### src/hw/rtl/ppsjm_pkg.sv
// ppsjm_pkg: shared widths, codes, command/status structs and helpers
// for the pps interval jitter monitor; no dependencies
`default_nettype none

package ppsjm_pkg;

  // window storage
  localparam int unsigned DEPTH = 64;
  localparam int unsigned AW    = $clog2(DEPTH);
  localparam int unsigned CW    = $clog2(DEPTH + 1);
  localparam int unsigned NW    = AW;

  // field widths
  localparam int unsigned TW    = 63;
  localparam int unsigned IVW   = 40;
  localparam int unsigned RATEW = 46;
  localparam int unsigned JITW  = 39;
  localparam int unsigned WSW   = 7;
  localparam int unsigned LIMW  = 32;
  localparam int unsigned BWW   = 16;

  // arithmetic widths
  localparam int unsigned S1W   = IVW + NW + 1;
  localparam int unsigned EW    = S1W + 1;
  localparam int unsigned MW    = 48;
  localparam int unsigned HALF  = MW / 2;
  localparam int unsigned ACCW  = 101;
  localparam int unsigned REMW  = 63;
  localparam int unsigned SQW   = (ACCW + 1) / 2;
  localparam int unsigned RADW  = 2 * SQW;
  localparam int unsigned SRW   = SQW + 2;
  localparam int unsigned PICOW = 40;
  localparam int unsigned NUMW  = NW + PICOW;
  localparam int unsigned STW   = 7;

  localparam logic [PICOW-1:0]        PICO_PER_SEC = 40'd1000000000000;
  localparam logic [JITW-1:0]         JIT_MAX      = '1;
  localparam logic signed [LIMW-1:0]  STALE_RESET  = 32'sd1500000000;
  localparam logic [WSW-1:0]          WS_RESET     = 7'd64;

  // configuration register indexes
  localparam int unsigned CFG_IDXW = 2;
  localparam logic [CFG_IDXW-1:0] CFG_STALE_LIMIT = 2'd0;
  localparam logic [CFG_IDXW-1:0] CFG_WINDOW_SIZE = 2'd1;

  // request operations
  localparam logic OP_OBSERVE = 1'b0;
  localparam logic OP_QUERY   = 1'b1;

  // partial product phases of the squaring step
  localparam logic [1:0] MPH_LO  = 2'd0;
  localparam logic [1:0] MPH_MID = 2'd1;
  localparam logic [1:0] MPH_HI  = 2'd2;

  typedef struct packed {
    logic          observe;
    logic          query;
    logic          rd_en;
    logic [AW-1:0] rd_idx;
    logic          first;
    logic          p1_acc;
    logic          p2_err;
    logic          mul_en;
    logic [1:0]    mul_ph;
    logic          div_start;
    logic          div_var;
    logic          div_step;
    logic          rate_take;
    logic          sqrt_start;
    logic          sqrt_step;
    logic          load_out;
  } ppsjm_cmd_t;

  typedef struct packed {
    logic [CW-1:0] count;
    logic          out_busy;
  } ppsjm_sts_t;

  function automatic logic signed [IVW-1:0] sat_iv(input logic signed [63:0] d);
    logic signed [63:0] hi;
    logic signed [63:0] lo;
    hi = 64'sd549755813887;
    lo = -64'sd549755813888;
    if (d > hi) begin
      sat_iv = hi[IVW-1:0];
    end else if (d < lo) begin
      sat_iv = lo[IVW-1:0];
    end else begin
      sat_iv = d[IVW-1:0];
    end
  endfunction

endpackage

`default_nettype wire

### src/hw/rtl/ppsjm_ctrl.sv
// ppsjm_ctrl: sequencer for observe and query requests
// depends on ppsjm_pkg
`default_nettype none

module ppsjm_ctrl import ppsjm_pkg::*; (
  input  wire logic       clk_i,
  input  wire logic       rst_ni,
  input  wire logic       in_valid_i,
  output logic            in_ready_o,
  input  wire logic       operation_i,
  input  wire ppsjm_sts_t sts_i,
  output ppsjm_cmd_t      cmd_o
);

  localparam logic [3:0] S_IDLE     = 4'd0;
  localparam logic [3:0] S_P1_RD    = 4'd1;
  localparam logic [3:0] S_P1_ACC   = 4'd2;
  localparam logic [3:0] S_P2_RD    = 4'd3;
  localparam logic [3:0] S_P2_ERR   = 4'd4;
  localparam logic [3:0] S_M_LO     = 4'd5;
  localparam logic [3:0] S_M_MID    = 4'd6;
  localparam logic [3:0] S_M_HI     = 4'd7;
  localparam logic [3:0] S_DIV_RATE = 4'd8;
  localparam logic [3:0] S_RATE_FIN = 4'd9;
  localparam logic [3:0] S_DIV_VAR  = 4'd10;
  localparam logic [3:0] S_VAR_FIN  = 4'd11;
  localparam logic [3:0] S_SQRT     = 4'd12;
  localparam logic [3:0] S_DONE     = 4'd13;

  logic [3:0]     state_q, state_d;
  logic [AW-1:0]  idx_q, idx_d;
  logic [STW-1:0] cnt_q, cnt_d;
  logic           last;

  assign last = (CW'(idx_q) == (sts_i.count - CW'(1)));

  always_comb begin
    state_d       = state_q;
    idx_d         = idx_q;
    cnt_d         = cnt_q;
    in_ready_o    = 1'b0;
    cmd_o         = '0;
    cmd_o.rd_idx  = idx_q;
    cmd_o.first   = (idx_q == '0);
    cmd_o.mul_ph  = MPH_LO;
    unique case (state_q)
      S_IDLE: begin
        in_ready_o = 1'b1;
        if (in_valid_i) begin
          if (operation_i == OP_QUERY) begin
            cmd_o.query = 1'b1;
            idx_d       = '0;
            state_d     = (sts_i.count >= CW'(2)) ? S_P1_RD : S_DONE;
          end else begin
            cmd_o.observe = 1'b1;
          end
        end
      end
      S_P1_RD: begin
        cmd_o.rd_en = 1'b1;
        state_d     = S_P1_ACC;
      end
      S_P1_ACC: begin
        cmd_o.p1_acc = 1'b1;
        if (last) begin
          idx_d   = '0;
          state_d = S_P2_RD;
        end else begin
          idx_d   = idx_q + AW'(1);
          state_d = S_P1_RD;
        end
      end
      S_P2_RD: begin
        cmd_o.rd_en = 1'b1;
        state_d     = S_P2_ERR;
      end
      S_P2_ERR: begin
        cmd_o.p2_err = 1'b1;
        // oldest stamp only seeds the previous-stamp register
        if (idx_q == '0) begin
          idx_d   = AW'(1);
          state_d = S_P2_RD;
        end else begin
          state_d = S_M_LO;
        end
      end
      S_M_LO: begin
        cmd_o.mul_en = 1'b1;
        cmd_o.mul_ph = MPH_LO;
        state_d      = S_M_MID;
      end
      S_M_MID: begin
        cmd_o.mul_en = 1'b1;
        cmd_o.mul_ph = MPH_MID;
        state_d      = S_M_HI;
      end
      S_M_HI: begin
        cmd_o.mul_en = 1'b1;
        cmd_o.mul_ph = MPH_HI;
        if (last) begin
          cmd_o.div_start = 1'b1;
          cnt_d           = '0;
          state_d         = S_DIV_RATE;
        end else begin
          idx_d   = idx_q + AW'(1);
          state_d = S_P2_RD;
        end
      end
      S_DIV_RATE: begin
        cmd_o.div_step = 1'b1;
        cnt_d          = cnt_q + STW'(1);
        if (cnt_q == STW'(ACCW - 1)) begin
          state_d = S_RATE_FIN;
        end
      end
      S_RATE_FIN: begin
        cmd_o.rate_take = 1'b1;
        cmd_o.div_start = 1'b1;
        cmd_o.div_var   = 1'b1;
        cnt_d           = '0;
        state_d         = S_DIV_VAR;
      end
      S_DIV_VAR: begin
        cmd_o.div_step = 1'b1;
        cnt_d          = cnt_q + STW'(1);
        if (cnt_q == STW'(ACCW - 1)) begin
          state_d = S_VAR_FIN;
        end
      end
      S_VAR_FIN: begin
        cmd_o.sqrt_start = 1'b1;
        cnt_d            = '0;
        state_d          = S_SQRT;
      end
      S_SQRT: begin
        cmd_o.sqrt_step = 1'b1;
        cnt_d           = cnt_q + STW'(1);
        if (cnt_q == STW'(SQW - 1)) begin
          state_d = S_DONE;
        end
      end
      S_DONE: begin
        if (!sts_i.out_busy) begin
          cmd_o.load_out = 1'b1;
          state_d        = S_IDLE;
        end
      end
      default: begin
        state_d = S_IDLE;
      end
    endcase
  end

  always_ff @(posedge clk_i or negedge rst_ni) begin
    if (!rst_ni) begin
      state_q <= S_IDLE;
      idx_q   <= '0;
      cnt_q   <= '0;
    end else begin
      state_q <= state_d;
      idx_q   <= idx_d;
      cnt_q   <= cnt_d;
    end
  end

endmodule

`default_nettype wire

### config.mk
export PLATFORM = sky130hd
export DESIGN_NAME = ppsjm_ctrl
export DESIGN_NICKNAME = d
export VERILOG_FILES = /design/src/hw/rtl/ppsjm_pkg.sv /design/src/hw/rtl/ppsjm_ctrl.sv
export SDC_FILE = /design/constraint.sdc
export NUM_CORES = 1
export LEC_CHECK = 0
export ABC_CLOCK_PERIOD_IN_PS = 3200
export BUFFER_PORTS_ARGS = -buffer_cell sky130_fd_sc_hd__buf_2
export CAP_MARGIN = 20
export CORE_MARGIN = 2
export CORE_UTILIZATION = 30
export CTS_BUF_LIST = sky130_fd_sc_hd__clkbuf_4
export CTS_CLUSTER_SIZE = 20
export DETAILED_ROUTE_END_ITERATION = 10
export PLACE_DENSITY = 0.59
export SETUP_SLACK_MARGIN = 0.4
export SLEW_MARGIN = 25
export SYNTH_ARGS = -nofsm -noshare
export SYNTH_HDL_FRONTEND = slang
export SYNTH_SLANG_ARGS = --single-unit
### constraint.sdc
create_clock -name clk_i -period 3.2 [get_ports clk_i]
set_clock_uncertainty 0.2 [all_clocks]
set_input_delay 0.32 -clock clk_i [delete_from_list [all_inputs] [get_ports clk_i]]
set_output_delay 0.32 -clock clk_i [all_outputs]
set_load 0.01 [all_outputs]
=== Word level (Yosys, flattened, before mapping) ===
Cells that the tools add are included.

* Add/sub/neg operators: 3
* Order comparisons: 1
* Equal/unequal tests: 25
* Muxes and demuxes: 36
* Reductions and logical operators: 11

{| class="wikitable"
|+ Operator list
! cell !! count
|-
| one-hot mux 4 bit (14 select lines) || 1
|-
| two-way mux 4 bit || 8
|-
| two-way mux 6 bit || 5
|-
| == test 4 bit (second input constant) || 6
|-
| one-hot mux 6 bit (4 select lines) || 1
|-
| one-hot mux 7 bit (3 select lines) || 1
|-
| inequality test 2 bit (second input constant) || 9
|-
| == test 4 x 3 -> 1 bit (second input constant) || 4
|-
| two-way mux 1 bit || 13
|-
| one-hot mux 3 bit (3 select lines) || 1
|-
| == test 4 x 2 -> 1 bit (second input constant) || 2
|-
| adder 7 x 1 -> 7 bit (second input constant) || 1
|-
| == test 6 x 7 -> 1 bit || 1
|-
| == test 7 x 6 -> 1 bit (second input constant) || 1
|-
| == test 7 bit (second input constant) || 1
|-
| greater-or-equal comparator 7 x 2 -> 1 bit (second input constant) || 1
|-
| two-way mux 7 bit || 1
|-
| subtractor 7 x 1 -> 7 bit (second input constant) || 1
|-
| adder 6 x 1 -> 6 bit (second input constant) || 1
|-
| zero test 6 bit || 1
|-
| two-way mux 2 bit || 3
|-
| AND reduction 6 bit || 1
|-
| OR reduction 2 bit || 3
|-
| AND reduction 5 bit || 1
|-
| other kinds (8) || 8
|}

* Register bits after elaboration: 17
* Bits of input ports: 12
* Output and inout bits: 23
* Word-level logic and storage cells: 79

=== Longest topological paths before layout ===
* Depth after elaboration: 5
* Depth in mapped cells: 7
* Depth with buffers taken out: 7

=== Worst setup path after synthesis ===
No wires, ideal clock.

* Path kind: input to output
* Start: input sts_i[3] (netlist bit)
* End: output cmd_o[6] (netlist bit)
* Arrival time: 2.156 ns
* Path slack: 0.524 ns
* Cell stages on the path: 6
* Path through: or3_1 -> or4_4 -> a2111oi_4 -> nand3_2 -> nor3_4 -> or2_1

{| class="wikitable"
|+ RTL lines
! what !! line !! source
|-
| from (decl) || ppsjm_ctrl.sv:11 || <nowiki>input wire ppsjm_sts_t sts_i,</nowiki>
|-
| to (decl) || ppsjm_ctrl.sv:12 || <nowiki>output ppsjm_cmd_t cmd_o</nowiki>
|}

==> reports/results.ini <==
[sta]
worst_slew_pin_slew_ps = 519
fmax_mhz = 356
timing.final.crit_share_pct = 87.9
rsz0062_at_grt = yes
report.final.slew_viol_count = 0
fin_crit_ps = 2810
slew_headroom_pct = 65.4
fin_ws_ps = 388
hold_viol_final = 0
setup_viol = 0
finalSetupTns_ps = 0

[layout]
n_fill_cell = 500
drive_gt1_share_pct = 26.9
layout.nets = 236
multiInputGateArea_um2 = 976
fin_area_mm2 = 0.00176
final_cells = 270
num_antenna_cells = 0
area_growth_syn_to_layout_pct = 21.1
regArea_um2 = 427

[worst_hold_path]
holdPathEnd = state_q[0]$_DFFE_PN0P_
hp-class = input pin to register
holdPathStages = 3
hold_start = sts_i[0]

[yosys]
synth_most_common_cell = nand2_1
syn_inst = 178
synthArstFlopShare_pct = 100
ys_top_cells_by_area = dfrtp_1 (29%), ha_1 (6.0%), nand2_1 (5.4%)
synth_common_cells = nand2_1 (21), nor2_1 (18), dfrtp_1 (17)
yosys_warnings = 0
yosys.area.top_type_share_pct = 29.2
yosysTopAreaCell = dfrtp_1
netlist_area_mm2 = 0.00146
syn_nets = 197
synth-edff-count = 0
yosysUniqueCellTypes = 48
ys.flop_type = dfrtp_1
ys_ff_latch = 17
synth_seq_area_share_pct = 29.2
avgSynthCellArea_um2 = 8.18

[floorplanning]
die_height_um = 73.7
io_pins = 35
core_mm2 = 0.00469
num_rows = 25
dieArea_mm2 = 0.00543
die_w_um = 73.7
initial_utilization_pct = 31.0

[cts]
cts_tree = done
cts_inserted_buffers = 3
clock_sinks = 17
clk_transition_reported_paths_ps = 120
clk_latency_ps = 310
clock_path_buffers = 2
ctsHtreeMaxLevel = 1
cts-root-buf = clkbuf_4

[placed_design]
place_area_mm2 = 0.00168
dp.cells = 260
pre_cts_ws_ps = 329
io_buffers = 34
hpwl_um = 2660
globalplace.congestion = 0.800

[grt]
antenna_found_initial = 0
grt_max_degree = 18
grt_pass1_wl_um = 5990
track_usage_pct = 13.9
grt_overflow = 0
grt_pass1_vias = 1325

[worst_setup_path]
crit_path_top_delay_cell = or4_4
max_stage_delay_ps = 500
rrSetupSlack_ps = 590
reg2regPathDepth = 8
crit_type = input pin to output pin
worstSetupStartpointType = input pin
path_cells = buf_2, or3_4, or4_4, a2111oi_4, nand3_2, nor3_4, or2_1, buf_2
r2r_start = idx_q[5]$_DFFE_PN0P_
path_common_cell = buf_2
end_kind = output pin
worstPathMaxFanout = 6
rr_endpoint = idx_q[5]$_DFFE_PN0P_
cp.arrival_ps = 2290
cp-startpoint = sts_i[3]
worstPathRequired_ps = 2680

[drt]
viasPerCell = 5.17
drt-total-wl_um = 3590
routed-wl-met3_um = 106
wl_met1_um = 1680
first_pass_iters = 4
drt_iter0_drc = 80
top_layer = met4
drc = 0
num_vias = 1397
drt-wirelength-per-cell_um = 13.3
wl_met2_um = 1760
drtAntennaViolNets = 0

[pwr]
ir_worst_vdd_mv = 0.0722
leakagePower_uw = 0.000859
power_uw = 384
pwr_density_cell_mw_per_mm2 = 218

[outcome]
status = finished, final reports clean

[run]
drv_cap = 0

[how the worst max path moves through the flow]
| stage | cells past startpoint | endpoint |
|---|---|---|
| 3_3_place_gp | 8 | cmd_o[6] |
| 2_1_floorplan | 6 | cmd_o[6] |
| 3_5_place_dp | 8 | cmd_o[6] |
| 4_1_cts | 7 | cmd_o[6] |
| 5_1_grt | 7 | cmd_o[6] |
| 6_report | 8 | cmd_o[6] |
[metrics by stage]
stage	utilization [%]	hold slack, ps
floorplan	-	-176
global placement	35.7	77.1
detailed placement	35.7	75.9
CTS	37.4	68.7
global route	37.6	99.2
finish	37.6	70.7
[area by class of cell]
cell class	count	share of cell area, %
Clock inverter	1	0.284
Clock buffer	3	1.28
Inverter	9	1.91
Sequential cell	17	24.2
Multi-Input combinational cell	144	55.3
Timing Repair Buffer	42	13.2
Tap cell	54	3.83
[per-layer routing]
layer	vias up	GRT usage [%]
li1	715	-
met4	0	3.23
met2	29	23.8
met5	-	0
met3	4	1.92
met1	649	18.4
[state kept, by name, indices dropped and copies added, names as in the netlist]
name	count
cnt_q	7
idx_q	6
state_q	4
[power breakdown]
part           switching [uW]  total (uW)  internal (uW)
logic                    22.7        39.9           17.1
clock network            82.1         129           46.8
registers               0.535         215            215
total                     105         384            279
[worst max-delay path, delay by kind of cell]
kind,cells,cell delay [ps]
compound gates,1,410
buf+inv,2,250
simple gates,5,1310
[cells by family (layout without fill, tap and decap cells)]
logic type	count (synthesis)	in the layout	share of synthesized area, %
and+or+nand+nor	84	84	30.2
AOI/OAI and AO/OA	41	41	22.6
DFF	17	17	29.2
buffers and inverters	17	55	4.64
xor gates and xnor gates	11	11	6.61
adders and majority gates	7	7	6.01
muxes	1	1	0.773
[placed cells by master (no fill, tap or decap), types with 2 or more instances in the layout]
cell type and count:
buf_2 34, nand2_1 21, nor2_1 18, dfrtp_1 16, inv_1 9, nand3_1 8, o21ai_0 8, nand2b_1 7
ha_1 7, buf_4 7, nor3_1 6, xnor2_1 6, o22ai_1 5, nor4_1 4, a21oi_1 4, xor2_1 4
and3_1 4, a221o_1 3, clkbuf_4 3, or2_1 2, o211a_1 2, o31ai_1 2, and3b_1 2, or3_1 2
a22o_1 2, o21ai_1 2
[what timing repair did]
item	CTS	global route
hold buffers	1	0
pin swaps	6	3
setup endpoints to repair	1	1
hold endpoints to repair	17	0
gates resized for setup	3	0
setup buffers	4	1
(Power assumes the default switching activity.)
